## src/rtl/hrp_pkg.sv

```systemverilog
`default_nettype none
// ----------------------------------------------------------------------------
// hrp_pkg
// Shared constants and types of the HEVC RTP packetizer.
// ----------------------------------------------------------------------------
package hrp_pkg;
    localparam int QUEUE_DEPTH = 16;
    localparam int SLOT_W = $clog2(QUEUE_DEPTH);
    localparam int CNT_W = $clog2(QUEUE_DEPTH + 1);
    localparam int MAX_AGG = 16;

    localparam logic [2:0] ST_OK = 3'd0;
    localparam logic [2:0] ST_BAD = 3'd1;
    localparam logic [2:0] ST_NOMORE = 3'd2;
    localparam logic [2:0] ST_OOM = 3'd3;
    localparam logic [2:0] ST_MALFORMED = 3'd4;

    localparam logic [1:0] KIND_NONE = 2'd0;
    localparam logic [1:0] KIND_SINGLE = 2'd1;
    localparam logic [1:0] KIND_AGG = 2'd2;
    localparam logic [1:0] KIND_FRAG = 2'd3;

    localparam logic [5:0] TYPE_AP = 6'd48;
    localparam logic [5:0] TYPE_FU = 6'd49;
    localparam logic [7:0] TID_INIT = 8'hFF;

    typedef struct packed {
        logic [2:0]  status;
        logic [1:0]  kind;
        logic [7:0]  ph0;
        logic [7:0]  ph1;
        logic [7:0]  fu;
        logic [3:0]  slot;
        logic [15:0] off;
        logic [15:0] len;
        logic [15:0] plen;
        logic        last;
    } result_t;

    // Controller to datapath commands.
    typedef struct packed {
        logic capture;     // latch the input item
        logic push;        // store descriptor at head
        logic scan_start;  // reset aggregation scan
        logic scan_step;   // add the unit at the scan slot
        logic emit_start;  // rewind emit pointer
        logic pop;         // advance tail
        logic frag_do;     // apply fragment step
    } cmd_t;

    // Datapath to controller status.
    typedef struct packed {
        logic op;
        logic short_len;
        logic full;
        logic cap_small;
        logic cap_le3;     // capacity leaves no room for fragment data
        logic empty;
        logic fragmenting;
        logic fits_single;
        logic scan_fits;   // next unit fits and scan limit not hit
        logic emit_done;   // emitting the last aggregated unit
        logic agg_multi;   // more than one unit aggregated
    } stat_t;
endpackage
`default_nettype wire

```

## src/rtl/hevc_rtp_packetizer_unit.sv

```systemverilog
`default_nettype none
// ----------------------------------------------------------------------------
// hevc_rtp_packetizer_unit
// HEVC RTP packetizer at descriptor level: ring of NAL unit descriptors and
// generation of single, aggregation and fragment packet descriptors.
// ----------------------------------------------------------------------------
// Usage: the slave channel takes one beat per command; s_tdata packs op,
// nalu_length, header_first, header_second and capacity. The master channel
// returns one beat per result segment, tlast on the final beat of a command.
// A single or aggregation request scans the ring one stored length per
// cycle (up to 16 units), then delivers one beat per cycle while the
// receiver accepts. One command is in work at a time; s_tready is high
// only while idle. A stalled receiver holds the output register and the
// sequencer waits. Reset clears the ring pointers, count and fragment
// state; the descriptor stores are not cleared.
// ----------------------------------------------------------------------------
module hevc_rtp_packetizer_unit (
    input  wire logic        aclk,
    input  wire logic        aresetn,
    input  wire logic        s_tvalid,
    output logic             s_tready,
    // op[0], nalu_length[16:1], header_first[24:17], header_second[32:25],
    // capacity[48:33], zero fill
    input  wire logic [55:0] s_tdata,
    output logic             m_tvalid,
    input  wire logic        m_tready,
    // status[2:0], kind[4:3], payload_header_first[12:5],
    // payload_header_second[20:13], fu_header[28:21], nalu_slot[32:29],
    // data_offset[48:33], data_length[64:49], packet_length[80:65], zero fill
    output logic [87:0]      m_tdata,
    output logic             m_tlast
);
    import hrp_pkg::*;

    cmd_t    cmd;
    stat_t   stat;
    result_t res, out_res;
    logic [2:0] res_sel;

    hrp_datapath u_dp (
        .aclk(aclk), .aresetn(aresetn), .in_item(s_tdata[48:0]),
        .cmd(cmd), .res_sel(res_sel), .stat(stat), .res(res)
    );

    hrp_control u_ctl (
        .aclk(aclk), .aresetn(aresetn), .in_valid(s_tvalid), .in_ready(s_tready),
        .out_valid(m_tvalid), .out_ready(m_tready), .stat(stat), .res(res),
        .cmd(cmd), .res_sel(res_sel), .out_res(out_res)
    );

    assign m_tdata = {7'd0, out_res.plen, out_res.len, out_res.off, out_res.slot,
                      out_res.fu, out_res.ph1, out_res.ph0, out_res.kind,
                      out_res.status};
    assign m_tlast = out_res.last;
endmodule
`default_nettype wire

```

## src/rtl/hrp_datapath.sv

```systemverilog
`default_nettype none
// ----------------------------------------------------------------------------
// hrp_datapath
// Descriptor ring, aggregation scan, fragment state and result formatting.
// ----------------------------------------------------------------------------
module hrp_datapath (
    input  wire logic          aclk,
    input  wire logic          aresetn,
    input  wire logic [48:0]   in_item,
    input  wire hrp_pkg::cmd_t cmd,
    input  wire logic [2:0]    res_sel,
    output hrp_pkg::stat_t     stat,
    output hrp_pkg::result_t   res
);
    import hrp_pkg::*;

    localparam logic [2:0] R_ERR_BAD = 3'd0;
    localparam logic [2:0] R_ERR_NOMORE = 3'd1;
    localparam logic [2:0] R_ERR_OOM = 3'd2;
    localparam logic [2:0] R_ERR_MAL = 3'd3;
    localparam logic [2:0] R_ADD = 3'd4;
    localparam logic [2:0] R_SINGLE = 3'd5;
    localparam logic [2:0] R_AGG = 3'd6;
    localparam logic [2:0] R_FRAG = 3'd7;

    logic [15:0] len_mem [QUEUE_DEPTH];
    logic [15:0] hdr_mem [QUEUE_DEPTH];

    logic        op_reg;
    logic [15:0] nlen_reg, cap_reg;
    logic [15:0] hdr_in_reg;
    logic [SLOT_W-1:0] head_reg, tail_reg, scan_reg;
    logic [CNT_W-1:0]  count_reg;
    logic [4:0]  nagg_reg, iter_reg, emit_reg;
    logic [16:0] total_reg;
    logic        f_reg;
    logic [2:0]  tid_reg;
    logic        frag_reg;
    logic [15:0] foff_reg, frem_reg, fph_reg;
    logic [5:0]  ftype_reg;
    logic        fstart_reg;
    logic [15:0] fsend_reg;
    logic        fend_reg;

    function automatic logic [SLOT_W-1:0] nxt(input logic [SLOT_W-1:0] s);
        if (s == SLOT_W'(QUEUE_DEPTH - 1)) begin
            return '0;
        end
        return s + 1'b1;
    endfunction

    logic [15:0] tail_len, scan_len;
    logic [15:0] tail_hdr, scan_hdr;
    assign tail_len = len_mem[tail_reg];
    assign tail_hdr = hdr_mem[tail_reg];
    assign scan_len = len_mem[scan_reg];
    assign scan_hdr = hdr_mem[scan_reg];

    logic [4:0]  limit;
    logic [17:0] trial;
    logic [15:0] maxd;
    assign limit = (count_reg < CNT_W'(MAX_AGG)) ? 5'(count_reg) : 5'(MAX_AGG);
    assign trial = {1'b0, total_reg} + 18'd2 + {2'b0, scan_len};
    assign maxd = cap_reg - 16'd3;

    always_comb begin
        stat.op = op_reg;
        stat.short_len = nlen_reg < 16'd2;
        stat.full = count_reg >= CNT_W'(QUEUE_DEPTH);
        stat.cap_small = cap_reg < 16'd3;
        stat.cap_le3 = cap_reg <= 16'd3;
        stat.empty = count_reg == '0;
        stat.fragmenting = frag_reg;
        stat.fits_single = tail_len <= cap_reg;
        stat.scan_fits = (iter_reg < limit) && (trial <= {2'b0, cap_reg});
        stat.emit_done = (emit_reg + 5'd1) == nagg_reg;
        stat.agg_multi = nagg_reg > 5'd1;
    end

    always_ff @(posedge aclk) begin
        if (cmd.push) begin
            len_mem[head_reg] <= nlen_reg;
            hdr_mem[head_reg] <= hdr_in_reg;
        end
    end

    always_ff @(posedge aclk) begin
        if (cmd.capture) begin
            op_reg <= in_item[0];
            nlen_reg <= in_item[16:1];
            hdr_in_reg <= {in_item[24:17], in_item[32:25]};
            cap_reg <= in_item[48:33];
        end
        if (cmd.scan_start) begin
            scan_reg <= tail_reg;
            iter_reg <= '0;
            nagg_reg <= '0;
            total_reg <= 17'd2;
            f_reg <= 1'b0;
            tid_reg <= 3'd7;
        end else if (cmd.scan_step) begin
            scan_reg <= nxt(scan_reg);
            iter_reg <= iter_reg + 5'd1;
            nagg_reg <= nagg_reg + 5'd1;
            total_reg <= trial[16:0];
            f_reg <= f_reg | scan_hdr[15];
            if (scan_hdr[2:0] < tid_reg) begin
                tid_reg <= scan_hdr[2:0];
            end
        end
        if (cmd.emit_start) begin
            emit_reg <= '0;
        end else if (cmd.pop) begin
            emit_reg <= emit_reg + 5'd1;
        end
    end

    // Fragment step: next-state of the fragment registers from one request.
    logic [15:0] f_off_c, f_rem_c, f_ph_c;
    logic [5:0]  f_type_c;
    logic [15:0] f_send_c;
    always_comb begin
        if (frag_reg) begin
            f_off_c = foff_reg;
            f_rem_c = frem_reg;
            f_ph_c = fph_reg;
            f_type_c = ftype_reg;
        end else begin
            f_off_c = 16'd2;
            f_rem_c = tail_len - 16'd2;
            f_ph_c = {tail_hdr[15], TYPE_FU, 1'b0, 5'd0, tail_hdr[2:0]};
            f_type_c = tail_hdr[14:9];
        end
        f_send_c = (maxd < f_rem_c) ? maxd : f_rem_c;
    end

    always_ff @(posedge aclk) begin
        if (!aresetn) begin
            head_reg <= '0;
            tail_reg <= '0;
            count_reg <= '0;
            frag_reg <= 1'b0;
            foff_reg <= '0;
            frem_reg <= '0;
            fph_reg <= '0;
            ftype_reg <= '0;
        end else begin
            if (cmd.push) begin
                head_reg <= nxt(head_reg);
            end
            if (cmd.pop) begin
                tail_reg <= nxt(tail_reg);
            end
            if (cmd.push && !cmd.pop) begin
                count_reg <= count_reg + 1'b1;
            end else if (cmd.pop && !cmd.push) begin
                count_reg <= count_reg - 1'b1;
            end
            if (cmd.frag_do) begin
                fstart_reg <= !frag_reg;
                fsend_reg <= f_send_c;
                fend_reg <= f_send_c == f_rem_c;
                fph_reg <= f_ph_c;
                ftype_reg <= f_type_c;
                foff_reg <= f_off_c + f_send_c;
                frem_reg <= f_rem_c - f_send_c;
                frag_reg <= 1'b1;
            end else if (cmd.pop && frag_reg) begin
                frag_reg <= 1'b0;
                foff_reg <= '0;
                fph_reg <= '0;
                ftype_reg <= '0;
            end
        end
    end

    always_comb begin
        res = '0;
        res.last = 1'b1;
        case (res_sel)
            R_ERR_BAD: res.status = ST_BAD;
            R_ERR_NOMORE: res.status = ST_NOMORE;
            R_ERR_OOM: res.status = ST_OOM;
            R_ERR_MAL: res.status = ST_MALFORMED;
            R_ADD: res.slot = 4'(head_reg);
            R_SINGLE: begin
                res.kind = KIND_SINGLE;
                res.slot = 4'(tail_reg);
                res.len = tail_len;
                res.plen = tail_len;
            end
            R_AGG: begin
                res.kind = KIND_AGG;
                res.ph0 = {f_reg, TYPE_AP, 1'b0};
                res.ph1 = {5'd0, tid_reg};
                res.slot = 4'(tail_reg);
                res.len = tail_len;
                res.plen = total_reg[15:0];
                res.last = (emit_reg + 5'd1) == nagg_reg;
            end
            R_FRAG: begin
                res.kind = KIND_FRAG;
                res.ph0 = fph_reg[15:8];
                res.ph1 = fph_reg[7:0];
                res.fu = {fstart_reg, fend_reg, ftype_reg};
                res.slot = 4'(tail_reg);
                res.off = foff_reg - fsend_reg;
                res.len = fsend_reg;
                res.plen = fsend_reg + 16'd3;
            end
            default: res = '0;
        endcase
    end
endmodule
`default_nettype wire

```

## src/rtl/hrp_control.sv

```systemverilog
`default_nettype none
// ----------------------------------------------------------------------------
// hrp_control
// Sequencer for adds and packet requests, and the result output register.
// ----------------------------------------------------------------------------
module hrp_control (
    input  wire logic             aclk,
    input  wire logic             aresetn,
    input  wire logic             in_valid,
    output logic                  in_ready,
    output logic                  out_valid,
    input  wire logic             out_ready,
    input  wire hrp_pkg::stat_t   stat,
    input  wire hrp_pkg::result_t res,
    output hrp_pkg::cmd_t         cmd,
    output logic [2:0]            res_sel,
    output hrp_pkg::result_t      out_res
);
    import hrp_pkg::*;

    localparam logic [2:0] S_IDLE = 3'd0;
    localparam logic [2:0] S_DEC = 3'd1;
    localparam logic [2:0] S_SCAN = 3'd2;
    localparam logic [2:0] S_AGG = 3'd3;
    localparam logic [2:0] S_FRAG = 3'd4;
    localparam logic [2:0] S_HOLD = 3'd5;

    localparam logic [2:0] R_ERR_BAD = 3'd0;
    localparam logic [2:0] R_ERR_NOMORE = 3'd1;
    localparam logic [2:0] R_ERR_OOM = 3'd2;
    localparam logic [2:0] R_ERR_MAL = 3'd3;
    localparam logic [2:0] R_ADD = 3'd4;
    localparam logic [2:0] R_SINGLE = 3'd5;
    localparam logic [2:0] R_AGG = 3'd6;
    localparam logic [2:0] R_FRAG = 3'd7;

    logic [2:0] state_reg, state_next;
    logic       load;
    logic       space;
    logic       frag_end;

    // A new result may be loaded when the output register is empty or drains.
    assign space = !out_valid || out_ready;
    assign in_ready = state_reg == S_IDLE;
    assign frag_end = res.fu[6];

    always_comb begin
        cmd = '0;
        res_sel = R_ADD;
        load = 1'b0;
        state_next = state_reg;
        case (state_reg)
            S_IDLE: begin
                if (in_valid) begin
                    cmd.capture = 1'b1;
                    state_next = S_DEC;
                end
            end
            S_DEC: begin
                if (space) begin
                    if (!stat.op) begin
                        load = 1'b1;
                        state_next = S_IDLE;
                        if (stat.short_len) begin
                            res_sel = R_ERR_MAL;
                        end else if (stat.full) begin
                            res_sel = R_ERR_OOM;
                        end else begin
                            res_sel = R_ADD;
                            cmd.push = 1'b1;
                        end
                    end else if (stat.cap_small) begin
                        load = 1'b1;
                        res_sel = R_ERR_BAD;
                        state_next = S_IDLE;
                    end else if (stat.empty) begin
                        load = 1'b1;
                        res_sel = R_ERR_NOMORE;
                        state_next = S_IDLE;
                    end else if (stat.fragmenting || !stat.fits_single) begin
                        state_next = S_FRAG;
                    end else begin
                        cmd.scan_start = 1'b1;
                        state_next = S_SCAN;
                    end
                end
            end
            S_SCAN: begin
                if (stat.scan_fits) begin
                    cmd.scan_step = 1'b1;
                end else begin
                    cmd.emit_start = 1'b1;
                    state_next = S_AGG;
                end
            end
            S_AGG: begin
                if (space) begin
                    load = 1'b1;
                    cmd.pop = 1'b1;
                    if (stat.agg_multi) begin
                        res_sel = R_AGG;
                        if (stat.emit_done) begin
                            state_next = S_IDLE;
                        end
                    end else begin
                        res_sel = R_SINGLE;
                        state_next = S_IDLE;
                    end
                end
            end
            S_FRAG: begin
                // Capacity was checked at least 3; a fragment needs more.
                if (space) begin
                    if (stat.cap_le3) begin
                        load = 1'b1;
                        res_sel = R_ERR_OOM;
                        state_next = S_IDLE;
                    end else begin
                        cmd.frag_do = 1'b1;
                        state_next = S_HOLD;
                    end
                end
            end
            S_HOLD: begin
                if (space) begin
                    load = 1'b1;
                    res_sel = R_FRAG;
                    cmd.pop = frag_end;
                    state_next = S_IDLE;
                end
            end
            default: state_next = S_IDLE;
        endcase
    end

    always_ff @(posedge aclk) begin
        if (!aresetn) begin
            state_reg <= S_IDLE;
            out_valid <= 1'b0;
        end else begin
            state_reg <= state_next;
            if (load) begin
                out_valid <= 1'b1;
            end else if (out_ready) begin
                out_valid <= 1'b0;
            end
        end
    end

    always_ff @(posedge aclk) begin
        if (load) begin
            out_res <= res;
        end
    end
endmodule
`default_nettype wire
```

## config.mk

```make
export PLATFORM = sky130hd
export DESIGN_NAME = hevc_rtp_packetizer_unit
export DESIGN_NICKNAME = d
export VERILOG_FILES = /design/src/rtl/hrp_pkg.sv /design/src/rtl/hevc_rtp_packetizer_unit.sv /design/src/rtl/hrp_datapath.sv /design/src/rtl/hrp_control.sv
export SDC_FILE = /design/constraint.sdc
export NUM_CORES = 1
export LEC_CHECK = 0
export BUFFER_PORTS_ARGS = -buffer_cell sky130_fd_sc_hd__buf_2
export CAP_MARGIN = 20
export CORE_UTILIZATION = 50
export DETAILED_ROUTE_END_ITERATION = 12
export GPL_TIMING_DRIVEN = 0
export PLACE_DENSITY = 0.79
export SKIP_LAST_GASP = 1
export SLEW_MARGIN = 10
export SYNTH_ARGS = -nofsm -noshare
export SYNTH_HDL_FRONTEND = slang
export SYNTH_SLANG_ARGS = --single-unit
```

## constraint.sdc

```tcl
create_clock -name aclk -period 12.2 [get_ports aclk]
set_input_delay 3.66 -clock aclk [delete_from_list [all_inputs] [get_ports aclk]]
set_output_delay 3.66 -clock aclk [all_outputs]
set_load 0.02 [all_outputs]
```

==> qor.csv <==
metric,value,unit
total_power,6.86,mW
critPathMaxStageDelay,0.90,ns
crit_required,12.67,ns
hold_depth,2,
slowest_stage,o21ai_0,
clk_latency,0.65,ns
hold_class,reg -> reg,
coreArea,0.0662,mm2
antenna_left,0,
synth_mux_area_share,16.7,%
ys_top_cells_by_area,"edfxtp_1 (49%), mux4_2 (14%), dfxtp_1 (6.2%)",
maxCapViolations,0,
r2r_setup_slack,0.44,ns
firstDrtPassIters,5,
drcViolationCount,0,
dieArea,0.0685,mm2
drt_iter0_drc,3184,
post-route-period-util,96.4,%
finalSetupTns,0,ns
synthArstFlopShare,0,%
htree_levels,3,
reg_top3,"u_dp.len_mem: 256 flops, u_dp.hdr_mem: 160 flops, u_ctl.out_res: 72 flops",
period_needed,11.76,ns
die_y,262,um
synthSimpleGateAreaFrac,8.55,%
pin_count,151,
rr_worst_depth,39,
power_leakage,13.6,nW
synth_top_family_by_area,multiplexers,
setup_viol,0,
numCtsBuffers,70,
p_per_area,178,mW/mm2
fmax,85.0,MHz
fillers,4966,
rsz0062_at_grt,no,
nets,2858,
netlist_area,0.0337,mm2
max_slew_margin,17.3,%
synth_xor_xnor_area_share,3.14,%
gr-total-overflow,0,
grt_antenna_before_repair,3,
cts_sinks,658,
yosysTopAreaCell,edfxtp_1,
fin_area,0.0387,mm2
largest_reg_flops,256,
max_slew.worst_pin.slew,1.24,ns
viasPerCell,6.60,
gp_congestion,1.03,
clk_pin_slew_worst_paths,0.06,ns
synth-compound-area-share,7.77,%
synth_top_area_share,49.2,%
ys_warn_count,0,
synth-seq-cells,658,
synth_adder_area_share,5.28,%
io_buffers,121,
synth-edff-count,553,
crit_type,reg -> reg,
cp-start-kind,flop,
routed_wl,108000,um
dp_hpwl,75300,um
grt_max_degree,44,
regMostFlops,u_dp.len_mem,
fin_skew,0.0493,ns
syn_to_final_growth,14.6,%
rows,94,
cts_buffer_depth,3,
placed_area,0.0362,mm2
drv_slew,0,
postCtsResizedCells,0,
ctsRootBufferMaster,clkbuf_16,
syn_area_per_cell,13.9,um2
critPathArrivalTime,12.23,ns
yosys_most_used_dff,edfxtp_1,
die_w,262,um
hold_buffers,0,
gr-usage-all-layers,31.7,%
wl_per_cell,30.2,um
critPathCaptureType,flop,
ys_seq_area_share,55.5,%
grt_pass1_vias,23746,
synth.distinct_cells,90,
peakVddDrop,0.000158,V
crit_fanout,10,
hold_viol_final,0,
start_util,51.0,%
grt_pass1_wl,157000,um
postCtsSetupBuffers,0,
cts_tree,built,
num_vias,23694,
drive_gt1_share,21.8,%
netlist_instances,2419,
status,"finished, final reports clean",
[path summary, 6_finish.rpt]
check                                   end                           start
min reg2reg  u_dp.foff_reg[11]$_SDFFE_PN0P_  u_dp.foff_reg[11]$_SDFFE_PN0P_
max          u_dp.foff_reg[13]$_SDFFE_PN0P_                            flop
max reg2reg  u_dp.foff_reg[13]$_SDFFE_PN0P_                            flop
min          u_dp.foff_reg[11]$_SDFFE_PN0P_  u_dp.foff_reg[11]$_SDFFE_PN0P_
[layout by cell type, fill, tap and decap left out, types with 14 or more instances in the layout]
cell       synthesis  layout
clkbuf_1          76      81
nand2b_1          32      32
o22ai_1           29      29
nor2_1           144     132
nand3_1           42      42
a21boi_0          25      25
nand4_1           26      26
mux2_2            15      15
clkbuf_16          0      71
edfxtp_1         553     553
buf_2              6     128
nor2b_1           31      31
clkinv_2           0      14
xor2_1            32      32
mux2i_1           58      58
o21ai_0           79      79
nand2_1          152     152
conb_1             1      16
a21o_1            30      30
ha_1             127     127
inv_1             97      97
buf_6              8      18
mux4_2           216     216
dfxtp_1          105     105
xnor2_1           89      89
and2_1            44      43
buf_4             27      35
nor3_1            42      38
a21oi_1           77      77
[power breakdown]
part	internal (mW)	switching, mW	total, mW
Clock	1.26	0.966	2.23
Combinational	0.755	1.13	1.89
Sequential	2.60	0.147	2.75
[per-layer routing]
| metal | part of all wire (%) | vias to the layer above | wire [um] | global-route usage [%] |
|---|---|---|---|---|
| met2 | 48 | 1747 | 51700 | 51.7 |
| met1 | 36 | 11564 | 38500 | 38.5 |
| li1 | - | 9876 | - | - |
| met5 | 0.035 | - | 38 | 0 |
| met4 | 7.0 | 6 | 7550 | 19.7 |
| met3 | 9.7 | 501 | 10500 | 6.98 |
[cell type report]
| cell class | count | area (um2) | share of cell area (%) |
|---|---|---|---|
| antenna | 1 | 2.50 | 0.00647 |
| buffer | 132 | 669 | 1.73 |
| clock buffer | 82 | 1860 | 4.81 |
| clock inverter | 46 | 546 | 1.41 |
| inverter | 99 | 372 | 0.961 |
| multi-input combinational | 1544 | 14200 | 36.7 |
| sequential | 658 | 18700 | 48.4 |
| tap | 864 | 1080 | 2.80 |
| timing repair buffer | 163 | 1260 | 3.25 |
[worst max-delay path: cells and delay by family (launching register included)]
kind	cells	cell delay, ns
buffers and inverters	8	2.33
adders and majority gates	4	1.39
AOI/OAI and AO/OA	13	3.98
and+or+nand+nor	9	1.45
muxes	3	1.65
DFF	1	0.48
xor gates and xnor gates	2	0.28
[synthesized netlist by cell type, drive strengths merged, types with 15 or more instances]
cell type  instances
edfxtp           553
mux4             217
nand2            154
nor2             144
ha               127
dfxtp            105
inv               98
o21ai             91
xnor2             89
a21oi             77
clkbuf            76
mux2i             58
buf               57
and2              46
nand3             43
nor3              43
nand2b            32
xor2              32
nor2b             31
a21o              30
o22ai             29
a21boi            27
nand4             26
mux2              15
[metrics by stage]
step / setup WS (ns) / util, % / instances / hold WS, ns
6_report: 0.435 / 58.4 / 3589 / 0.470
5_1_grt: 0.0744 / 58.4 / 3588 / 0.492
4_1_cts: 0.305 / 58.3 / 3583 / 0.469
3_5_place_dp: 0.427 / 54.6 / 3455 / 0.456
3_3_place_gp: 0.181 / 53.6 / 3419 / 0.456
2_1_floorplan: 2.47 / - / 2434 / 0.432
[logic make-up after synthesis]
group	Yosys count
flops	658
simple gates	586
compound gates	388
mux	290
buf+inv	232
fa+ha+maj	143
xor+xnor	121
other cells	1
Power figures use the tool's default switching activity.
